[src/rtl/core/todc_pkg.sv]
// ----------------------------------------------------------------------------
// todc_pkg
// Shared types, constants and wrap arithmetic for the time-of-day clock core.
// ----------------------------------------------------------------------------
`default_nettype none

package todc_pkg;

    typedef enum logic [2:0] {
        CMD_SET_CHECKED = 3'd0,
        CMD_SET_NORM    = 3'd1,
        CMD_INC         = 3'd2,
        CMD_DEC         = 3'd3,
        CMD_ADD         = 3'd4,
        CMD_SUB         = 3'd5,
        CMD_NEGATE      = 3'd6,
        CMD_DIFF        = 3'd7
    } cmd_t;

    localparam int STAGES        = 10;
    localparam int STATE_STAGE   = 8;

    localparam int MAX_HOUR      = 23;
    localparam int MAX_MIN_SEC   = 59;
    localparam int HOURS_PER_DAY = 24;
    localparam int MIN_SEC_RADIX = 60;
    localparam int HOUR_SECONDS  = 3600;

    // 86400 = 2^7 * 675: reduce the upper part modulo 675, keep the low 7 bits
    localparam int              DAY_LOW_BITS     = 7;
    localparam logic [9:0]      DAY_ODD          = 10'd675;
    localparam logic [31:0]     DAY_ODD_BIAS     = 32'd16777800;
    localparam logic [26:0]     RECIP_ODD        = 27'd101806633;
    localparam int              RECIP_ODD_SHIFT  = 36;
    localparam logic [13:0]     RECIP_HOUR       = 14'd9321;
    localparam int              RECIP_HOUR_SHIFT = 21;
    localparam logic [10:0]     RECIP_MIN        = 11'd1093;
    localparam int              RECIP_MIN_SHIFT  = 14;

    typedef struct packed {
        logic [4:0] h;
        logic [5:0] m;
        logic [5:0] s;
    } hms_t;

    typedef struct packed {
        hms_t t;
        logic borrow;
    } hms_diff_t;

    function automatic hms_t hms_add(input hms_t a, input hms_t b);
        logic [6:0] s_sum;
        logic [6:0] m_sum;
        logic [5:0] h_sum;
        logic       cy_s;
        logic       cy_m;
        hms_t       r;
        s_sum = {1'b0, a.s} + {1'b0, b.s};
        cy_s  = (s_sum >= 7'(MIN_SEC_RADIX));
        r.s   = cy_s ? 6'(s_sum - 7'(MIN_SEC_RADIX)) : s_sum[5:0];
        m_sum = {1'b0, a.m} + {1'b0, b.m} + {6'd0, cy_s};
        cy_m  = (m_sum >= 7'(MIN_SEC_RADIX));
        r.m   = cy_m ? 6'(m_sum - 7'(MIN_SEC_RADIX)) : m_sum[5:0];
        h_sum = {1'b0, a.h} + {1'b0, b.h} + {5'd0, cy_m};
        r.h   = (h_sum >= 6'(HOURS_PER_DAY)) ? 5'(h_sum - 6'(HOURS_PER_DAY)) : h_sum[4:0];
        return r;
    endfunction

    // a - b field by field; hours stay raw modulo 32 with the final borrow
    function automatic hms_diff_t hms_sub(input hms_t a, input hms_t b);
        logic [6:0] s_dif;
        logic [6:0] m_dif;
        logic [5:0] h_dif;
        hms_diff_t  r;
        s_dif    = {1'b0, a.s} - {1'b0, b.s};
        r.t.s    = s_dif[6] ? 6'(s_dif + 7'(MIN_SEC_RADIX)) : s_dif[5:0];
        m_dif    = {1'b0, a.m} - {1'b0, b.m} - {6'd0, s_dif[6]};
        r.t.m    = m_dif[6] ? 6'(m_dif + 7'(MIN_SEC_RADIX)) : m_dif[5:0];
        h_dif    = {1'b0, a.h} - {1'b0, b.h} - {5'd0, m_dif[6]};
        r.t.h    = h_dif[4:0];
        r.borrow = h_dif[5];
        return r;
    endfunction

    function automatic hms_t hms_wrap(input hms_diff_t d);
        hms_t r;
        r   = d.t;
        r.h = d.borrow ? 5'(d.t.h + 5'(HOURS_PER_DAY)) : d.t.h;
        return r;
    endfunction

endpackage

`default_nettype wire

[src/rtl/core/time_of_day_clock_arith_core.sv]
// ----------------------------------------------------------------------------
// time_of_day_clock_arith_core
// 24-hour hh:mm:ss clock with set, step, offset, negate and difference beats.
//
//   channel | dir | tdata                                  | tuser
//   s_      | in  | hours, minutes, seconds, offset        | command
//   m_      | out | hours, minutes, seconds, difference    | invalid_time
//
// One beat per cycle sustained while the m_ side accepts results; a result
// passes through the ten-stage pipeline (input register, operand reduction and
// split, time update, result register).
// Only the time-update stage reads and writes the stored time.
// Reset clears the time to 00:00:00 and empties the pipeline.
// A stalled m_ side holds its beat; earlier stages keep filling bubbles, and
// s_tready drops once every stage holds a beat.
// ----------------------------------------------------------------------------
`default_nettype none

module time_of_day_clock_arith_core (
    input  wire logic        clk,
    input  wire logic        rst_n,
    input  wire logic        s_tvalid,
    output logic             s_tready,
    input  wire logic [79:0] s_tdata,   // hours_in, minutes_in, seconds_in, offset_seconds
    input  wire logic [2:0]  s_tuser,   // command
    output logic             m_tvalid,
    input  wire logic        m_tready,
    output logic [39:0]      m_tdata,   // hours_out, minutes_out, seconds_out, difference, zeros
    output logic             m_tuser    // invalid_time
);

    localparam int N = todc_pkg::STAGES;
    localparam int ST = todc_pkg::STATE_STAGE;

    logic [N-1:0] vld_reg;
    logic [N-1:0] adv;

    // stage 0: input beat
    todc_pkg::cmd_t     s0_cmd_reg;
    logic signed [15:0] s0_h_reg;
    logic signed [15:0] s0_m_reg;
    logic signed [15:0] s0_s_reg;
    logic signed [31:0] s0_off_reg;

    // stage 1: biased operand
    todc_pkg::cmd_t s1_cmd_reg;
    logic           s1_ok_reg;
    logic [25:0]    s1_y_reg;
    logic [6:0]     s1_lo_reg;

    // stage 2: quotient by 675
    todc_pkg::cmd_t s2_cmd_reg;
    logic           s2_ok_reg;
    logic [25:0]    s2_y_reg;
    logic [6:0]     s2_lo_reg;
    logic [15:0]    s2_q_reg;

    // stage 3: seconds of day
    todc_pkg::cmd_t s3_cmd_reg;
    logic           s3_ok_reg;
    logic [16:0]    s3_r_reg;

    // stage 4: hours
    todc_pkg::cmd_t s4_cmd_reg;
    logic           s4_ok_reg;
    logic [16:0]    s4_r_reg;
    logic [4:0]     s4_h_reg;

    // stage 5: seconds within hour
    todc_pkg::cmd_t s5_cmd_reg;
    logic           s5_ok_reg;
    logic [4:0]     s5_h_reg;
    logic [11:0]    s5_rem_reg;

    // stage 6: minutes
    todc_pkg::cmd_t s6_cmd_reg;
    logic           s6_ok_reg;
    logic [4:0]     s6_h_reg;
    logic [11:0]    s6_rem_reg;
    logic [5:0]     s6_m_reg;

    // stage 7: operand as hh:mm:ss
    todc_pkg::cmd_t   s7_cmd_reg;
    logic             s7_ok_reg;
    todc_pkg::hms_t   s7_op_reg;

    // stage 8: time update
    todc_pkg::hms_t cur_time_reg;
    todc_pkg::hms_t cur_time_next;
    todc_pkg::hms_t s8_show_reg;
    todc_pkg::hms_t s8_show_next;
    todc_pkg::hms_t s8_dif_reg;
    todc_pkg::hms_t s8_dif_next;
    logic           s8_bad_reg;
    logic           s8_bad_next;

    // stage 9: result beat
    todc_pkg::hms_t s9_show_reg;
    logic [16:0]    s9_dif_reg;
    logic           s9_bad_reg;

    logic signed [31:0] h_ext;
    logic signed [31:0] m_ext;
    logic signed [31:0] s_ext;
    logic signed [31:0] opnd;
    logic signed [31:0] sel_x;
    logic signed [31:0] sel_hi;
    logic [31:0]        y_sum;
    logic               set_ok;
    logic [52:0]        q_prod;
    logic [25:0]        q_mul;
    logic [25:0]        r_odd;
    logic [26:0]        h_prod;
    logic [16:0]        h_sec;
    logic [16:0]        rem_full;
    logic [20:0]        m_prod;
    logic [11:0]        m_sec;
    logic [11:0]        s_full;
    todc_pkg::hms_diff_t d_fwd;
    todc_pkg::hms_diff_t d_rev;
    todc_pkg::hms_diff_t d_neg;
    logic [16:0]        dif_sec;

    // ---------------- flow control ----------------
    always_comb
    begin
        adv[N-1] = !vld_reg[N-1] || m_tready;
        for (int i = N - 2; i >= 0; i--)
        begin
            adv[i] = !vld_reg[i] || adv[i+1];
        end
    end

    assign s_tready = adv[0];
    assign m_tvalid = vld_reg[N-1];
    assign m_tdata  = {6'd0, s9_dif_reg, s9_show_reg.s, s9_show_reg.m, s9_show_reg.h};
    assign m_tuser  = s9_bad_reg;

    always_ff @(posedge clk or negedge rst_n)
    begin
        if (!rst_n)
        begin
            vld_reg      <= '0;
            cur_time_reg <= '0;
        end
        else
        begin
            if (adv[0])
            begin
                vld_reg[0] <= s_tvalid;
            end
            for (int i = 1; i < N; i++)
            begin
                if (adv[i])
                begin
                    vld_reg[i] <= vld_reg[i-1];
                end
            end
            if (adv[ST] && vld_reg[ST-1])
            begin
                cur_time_reg <= cur_time_next;
            end
        end
    end

    // ---------------- stage 1 logic ----------------
    always_comb
    begin
        h_ext  = {{16{s0_h_reg[15]}}, s0_h_reg};
        m_ext  = {{16{s0_m_reg[15]}}, s0_m_reg};
        s_ext  = {{16{s0_s_reg[15]}}, s0_s_reg};
        opnd   = (h_ext <<< 12) - (h_ext <<< 9) + (h_ext <<< 4)
               + (m_ext <<< 6) - (m_ext <<< 2) + s_ext;
        set_ok = !s0_h_reg[15] && (s0_h_reg[14:0] <= 15'(todc_pkg::MAX_HOUR))
              && !s0_m_reg[15] && (s0_m_reg[14:0] <= 15'(todc_pkg::MAX_MIN_SEC))
              && !s0_s_reg[15] && (s0_s_reg[14:0] <= 15'(todc_pkg::MAX_MIN_SEC));
        case (s0_cmd_reg) inside
            todc_pkg::CMD_ADD, todc_pkg::CMD_SUB: sel_x = s0_off_reg;
            todc_pkg::CMD_INC, todc_pkg::CMD_DEC: sel_x = 32'sd1;
            todc_pkg::CMD_NEGATE:                 sel_x = 32'sd0;
            default:                              sel_x = opnd;
        endcase
        sel_hi = sel_x >>> todc_pkg::DAY_LOW_BITS;
        y_sum  = 32'(sel_hi) + todc_pkg::DAY_ODD_BIAS;
    end

    // ---------------- stages 2 to 7 logic ----------------
    always_comb
    begin
        q_prod   = {27'd0, s1_y_reg} * {26'd0, todc_pkg::RECIP_ODD};
        q_mul    = {10'd0, s2_q_reg} * {16'd0, todc_pkg::DAY_ODD};
        r_odd    = s2_y_reg - q_mul;
        h_prod   = {14'd0, s3_r_reg[16:4]} * {13'd0, todc_pkg::RECIP_HOUR};
        h_sec    = {12'd0, s4_h_reg} * 17'(todc_pkg::HOUR_SECONDS);
        rem_full = s4_r_reg - h_sec;
        m_prod   = {11'd0, s5_rem_reg[11:2]} * {10'd0, todc_pkg::RECIP_MIN};
        m_sec    = {6'd0, s6_m_reg} * 12'(todc_pkg::MIN_SEC_RADIX);
        s_full   = s6_rem_reg - m_sec;
    end

    // ---------------- stage 8 logic: time update ----------------
    always_comb
    begin
        d_fwd         = todc_pkg::hms_sub(cur_time_reg, s7_op_reg);
        d_rev         = todc_pkg::hms_sub(s7_op_reg, cur_time_reg);
        d_neg         = todc_pkg::hms_sub('0, cur_time_reg);
        cur_time_next = cur_time_reg;
        s8_dif_next   = '0;
        s8_bad_next   = 1'b0;
        case (s7_cmd_reg) inside
            todc_pkg::CMD_SET_CHECKED:
            begin
                if (s7_ok_reg)
                begin
                    cur_time_next = s7_op_reg;
                end
                else
                begin
                    s8_bad_next = 1'b1;
                end
            end
            todc_pkg::CMD_SET_NORM:
            begin
                cur_time_next = s7_op_reg;
            end
            todc_pkg::CMD_INC, todc_pkg::CMD_ADD:
            begin
                cur_time_next = todc_pkg::hms_add(cur_time_reg, s7_op_reg);
            end
            todc_pkg::CMD_DEC, todc_pkg::CMD_SUB:
            begin
                cur_time_next = todc_pkg::hms_wrap(d_fwd);
            end
            todc_pkg::CMD_DIFF:
            begin
                s8_dif_next = d_fwd.borrow ? d_rev.t : d_fwd.t;
            end
            default:
            begin
                cur_time_next = cur_time_reg;
            end
        endcase
        s8_show_next = (s7_cmd_reg == todc_pkg::CMD_NEGATE) ? todc_pkg::hms_wrap(d_neg)
                                                            : cur_time_next;
        dif_sec      = {12'd0, s8_dif_reg.h} * 17'(todc_pkg::HOUR_SECONDS)
                     + {11'd0, s8_dif_reg.m} * 17'(todc_pkg::MIN_SEC_RADIX)
                     + {11'd0, s8_dif_reg.s};
    end

    // ---------------- payload registers ----------------
    always_ff @(posedge clk)
    begin
        if (adv[0])
        begin
            s0_cmd_reg <= todc_pkg::cmd_t'(s_tuser);
            s0_h_reg   <= s_tdata[15:0];
            s0_m_reg   <= s_tdata[31:16];
            s0_s_reg   <= s_tdata[47:32];
            s0_off_reg <= s_tdata[79:48];
        end
        if (adv[1])
        begin
            s1_cmd_reg <= s0_cmd_reg;
            s1_ok_reg  <= set_ok;
            s1_y_reg   <= y_sum[25:0];
            s1_lo_reg  <= sel_x[6:0];
        end
        if (adv[2])
        begin
            s2_cmd_reg <= s1_cmd_reg;
            s2_ok_reg  <= s1_ok_reg;
            s2_y_reg   <= s1_y_reg;
            s2_lo_reg  <= s1_lo_reg;
            s2_q_reg   <= q_prod[todc_pkg::RECIP_ODD_SHIFT +: 16];
        end
        if (adv[3])
        begin
            s3_cmd_reg <= s2_cmd_reg;
            s3_ok_reg  <= s2_ok_reg;
            s3_r_reg   <= {r_odd[9:0], s2_lo_reg};
        end
        if (adv[4])
        begin
            s4_cmd_reg <= s3_cmd_reg;
            s4_ok_reg  <= s3_ok_reg;
            s4_r_reg   <= s3_r_reg;
            s4_h_reg   <= h_prod[todc_pkg::RECIP_HOUR_SHIFT +: 5];
        end
        if (adv[5])
        begin
            s5_cmd_reg <= s4_cmd_reg;
            s5_ok_reg  <= s4_ok_reg;
            s5_h_reg   <= s4_h_reg;
            s5_rem_reg <= rem_full[11:0];
        end
        if (adv[6])
        begin
            s6_cmd_reg <= s5_cmd_reg;
            s6_ok_reg  <= s5_ok_reg;
            s6_h_reg   <= s5_h_reg;
            s6_rem_reg <= s5_rem_reg;
            s6_m_reg   <= m_prod[todc_pkg::RECIP_MIN_SHIFT +: 6];
        end
        if (adv[7])
        begin
            s7_cmd_reg  <= s6_cmd_reg;
            s7_ok_reg   <= s6_ok_reg;
            s7_op_reg.h <= s6_h_reg;
            s7_op_reg.m <= s6_m_reg;
            s7_op_reg.s <= s_full[5:0];
        end
        if (adv[8])
        begin
            s8_show_reg <= s8_show_next;
            s8_dif_reg  <= s8_dif_next;
            s8_bad_reg  <= s8_bad_next;
        end
        if (adv[9])
        begin
            s9_show_reg <= s8_show_reg;
            s9_dif_reg  <= dif_sec;
            s9_bad_reg  <= s8_bad_reg;
        end
    end

`ifndef SYNTH
    a_time_in_range: assert property (@(posedge clk) disable iff (!rst_n)
        (cur_time_reg.h <= 5'(todc_pkg::MAX_HOUR))
        && (cur_time_reg.m <= 6'(todc_pkg::MAX_MIN_SEC))
        && (cur_time_reg.s <= 6'(todc_pkg::MAX_MIN_SEC)))
        else $error("stored time out of range");

    a_operand_in_range: assert property (@(posedge clk) disable iff (!rst_n)
        vld_reg[ST-1] |-> (s7_op_reg.h <= 5'(todc_pkg::MAX_HOUR))
                        && (s7_op_reg.m <= 6'(todc_pkg::MAX_MIN_SEC))
                        && (s7_op_reg.s <= 6'(todc_pkg::MAX_MIN_SEC)))
        else $error("reduced operand out of range");

    a_time_holds: assert property (@(posedge clk) disable iff (!rst_n)
        !(adv[ST] && vld_reg[ST-1]) |=> $stable(cur_time_reg))
        else $error("stored time changed without a beat");

    a_bad_no_diff: assert property (@(posedge clk) disable iff (!rst_n)
        (m_tvalid && m_tuser) |-> (m_tdata[33:17] == 17'd0))
        else $error("error beat carries a difference");

    a_diff_in_range: assert property (@(posedge clk) disable iff (!rst_n)
        m_tvalid |-> (m_tdata[33:17] < 17'd86400))
        else $error("difference out of range");
`endif

endmodule

`default_nettype wire

[config.mk]
export PLATFORM = sky130hd
export DESIGN_NAME = time_of_day_clock_arith_core
export DESIGN_NICKNAME = d
export VERILOG_FILES = /design/src/rtl/core/todc_pkg.sv /design/src/rtl/core/time_of_day_clock_arith_core.sv
export SDC_FILE = /design/constraint.sdc
export NUM_CORES = 2
export LEC_CHECK = 0
export ABC_AREA = 1
export BUFFER_PORTS_ARGS = -buffer_cell sky130_fd_sc_hd__buf_2
export CORE_ASPECT_RATIO = 1.75
export CORE_MARGIN = 2
export CORE_UTILIZATION = 50
export CTS_CLUSTER_DIAMETER = 200
export CTS_CLUSTER_SIZE = 12
export DETAILED_ROUTE_END_ITERATION = 7
export PLACE_DENSITY = 0.65
export SLEW_MARGIN = 40
export SYNTH_ARGS = -nofsm -noshare
export SYNTH_HDL_FRONTEND = slang
export SYNTH_SLANG_ARGS = --single-unit
[constraint.sdc]
create_clock -name clk -period 28.6 [get_ports clk]
set_clock_uncertainty 0.15 [all_clocks]
set_input_delay 8.58 -clock clk [delete_from_list [all_inputs] [get_ports clk]]
set_output_delay 8.58 -clock clk [all_outputs]
set_load 0.01 [all_outputs]
==> run summary <==
status - finished clean
max reg flops - 32
Max Cap Viol - 0
Post-Route Setup TNS - 0 ns
crit end category - primary output
num ports - 130
Vias/cell - 5.23
core box area - 71700 um2
Final WS setup - 6.84 ns
HP Start - s3_cmd_reg[0]
reg2reg path depth - 21
CP Class - in -> out
H-tree depth - 2
via count - 25000
# hold bufs at CTS - 0
worst r2r dst - s2_q_reg[8]
CP max stage delay - 0.59 ns
worst skew pair latency - 0.57 ns
Mapped Area - 36100 um2
largest net degree at the start of global routing - 85
number of flops mapped to enable cells by yosys - 326
Die Y - 360 um
period utilisation layout - 76.1%
Synth Instances - 3703
Yosys top cell by area - edfxtp_1
reg-to-reg slack, setup - 21.46 ns
drt initial violations - 1251
Max Slew Vio Count - 0
crit path time final - 21.76 ns
Worst EP arrival - 13.03 ns
Area Overhead vs Synth - 7.60%
drc violations - 0
final setup vio count - 0
Resized cells post-CTS - 0
library cells used by synthesis - 59
largest cells by area after synthesis - edfxtp_1 27%, ha_1 21%, fa_1 19%, inv_1 8.1%, nand2_1 6.3%
initial core utilization - 50.4%
Final ANT Viol Nets - 0
type of origin of the critical path - input pin
Seq/Total Area, Yosys - 29.0%
Placer Congestion - 0.985
number of antenna violations at the first check in global routing - 2
Post-Route WL - 88000 um
reg-to-reg startpoint - s1_y_reg[6]
Async S/R FF share, synth - 7.65%
Main synth FF type - edfxtp_1
Final Hold Fails - 0
Port-buffer cells - 123
drt first pass iters - 5
Min-Delay Path Class - reg -> reg
nets - 4881
vias in the first global route - 27000
Worst-Margin Slew - 0.824 ns
CTS tree - built
maximum fanout along the worst path - 38
Hold EP - s4_cmd_reg[0]
hold path cells - 0
Yosys top cell area share - 27.1%
grt ovf - 0
clk sinks - 353
worst-case clock buffer depth - 3
crit-path most repeated cell - inv_2
CP Cell Sequence - buf_2, nor2_1, inv_2, buf_4, nor2_2, inv_2, nor2_2, inv_2, nor2_1, inv_2, nor2_1, inv_2, nor2_1, inv_2, nor2_1, inv_2, nor2_1, inv_2, nor2_4, nand2_4, buf_2
Worst-path clk slew - 0.08 ns
die width - 207 um
Slew HR - 45.1%
fmax - 46.0 MHz
syn_area_per_cell - 9.75 um2
Critical Path RT - 19.87 ns
slowest CP cell - inv_2
post-synthesis register bit count - 353
DP HPWL - 74500 um
postcts setup bufs - 0
Synth warnings - 0
mean routed wirelength per cell - 18.4 um
Die ar. - 74500 um2
first-pass GRT wire length - 140000 um
TritonCTS Buffers - 35
pre-CTS WS - 6.75 ns
gr usage total - 24.3%
unrepaired setup endpoints after global routing - no
row cnt - 130
CTS root buf - clkbuf_16
layout cells sized above 1 - 6.83%
per-stage QoR:
stage	cells	util, %	hold slack, ns	instance area, um2
floorplan	3708	-	0.250	36100
global placement	4730	52.7	0.251	37800
detailed placement	4732	52.7	0.255	37800
CTS	4790	54.2	0.259	38900
global route	4790	54.2	0.260	38900
finish	4791	54.2	0.251	38900
metal layers:
metal	part of all wire (%)	GRT usage, %
met5	0	0
met4	8.2	17.2
met3	2.9	2.43
met2	56	48.3
met1	33	22.8
layout make-up:
cell class | count | area [um2]
inverters | 811 | 3040
clock inverters | 4 | 60.1
repair buffers | 133 | 704
fillers | 6452 | 32900
flip-flops and latches | 353 | 10500
diodes | 1 | 2.50
well taps | 924 | 1160
clock buffers | 54 | 968
multi-input cells | 2511 | 22500
layout by cell type (no fill, tap or decap), types with 7 or more instances in the layout:
| cell | Yosys | layout |
|---|---|---|
| edfxtp_1 | 326 | 326 |
| ha_1 | 605 | 605 |
| nor2_2 | 10 | 10 |
| nor4_1 | 13 | 13 |
| nor2_1 | 158 | 158 |
| clkbuf_1 | 15 | 18 |
| inv_1 | 782 | 781 |
| fa_1 | 344 | 344 |
| a31oi_1 | 14 | 14 |
| xnor2_1 | 65 | 65 |
| a21oi_1 | 170 | 170 |
| inv_2 | 28 | 29 |
| clkbuf_16 | 0 | 36 |
| xor2_1 | 106 | 106 |
| nand2_1 | 608 | 608 |
| nand3b_1 | 11 | 11 |
| o21bai_1 | 8 | 8 |
| nor3_1 | 18 | 18 |
| nand2_2 | 18 | 17 |
| buf_4 | 9 | 8 |
| nand4_1 | 37 | 37 |
| buf_2 | 5 | 122 |
| nand3_1 | 90 | 90 |
| o211ai_1 | 12 | 12 |
| nor2_4 | 7 | 7 |
| o21ai_0 | 138 | 138 |
| a21o_1 | 8 | 8 |
| dfrtp_1 | 27 | 27 |
logic make-up after synthesis:
family / count (synthesis) / synth area share (%)
AO/OA/AOI/OAI: 393 / 6.11
adder cells (fa/ha/maj): 949 / 40.0
XOR/XNOR: 171 / 4.15
AND/OR/NAND/NOR: 991 / 11.8
flip-flops: 353 / 29.0
multiplexers: 1 / 0.0277
buffers and inverters: 844 / 8.90
other: 1 / 0.0104
critical path: cells and delay by family:
| kind | cells | cell delay [ns] |
|---|---|---|
| AND/OR/NAND/NOR | 10 | 0.82 |
| buffers and inverters | 11 | 3.60 |
worst max-delay path by stage:
stage	from	end	slack, ns	cells after the start
floorplan	m_tready	s_tready	6.85	18
global placement	m_tready	s_tready	6.80	21
detailed placement	m_tready	s_tready	6.75	21
CTS	m_tready	s_tready	6.74	21
global route	m_tready	s_tready	6.33	21
finish	m_tready	s_tready	6.84	21
Yosys cell counts, types with 37 or more instances:
| cell type | count |
|---|---|
| inv_1 | 782 |
| nand2_1 | 608 |
| ha_1 | 605 |
| fa_1 | 344 |
| edfxtp_1 | 326 |
| a21oi_1 | 170 |
| nor2_1 | 158 |
| o21ai_0 | 138 |
| xor2_1 | 106 |
| nand3_1 | 90 |
| xnor2_1 | 65 |
| nand4_1 | 37 |
Power is left out: the tool's default activity adds up to more than one toggle a clock period on the data nets, which glitch-free logic cannot reach.
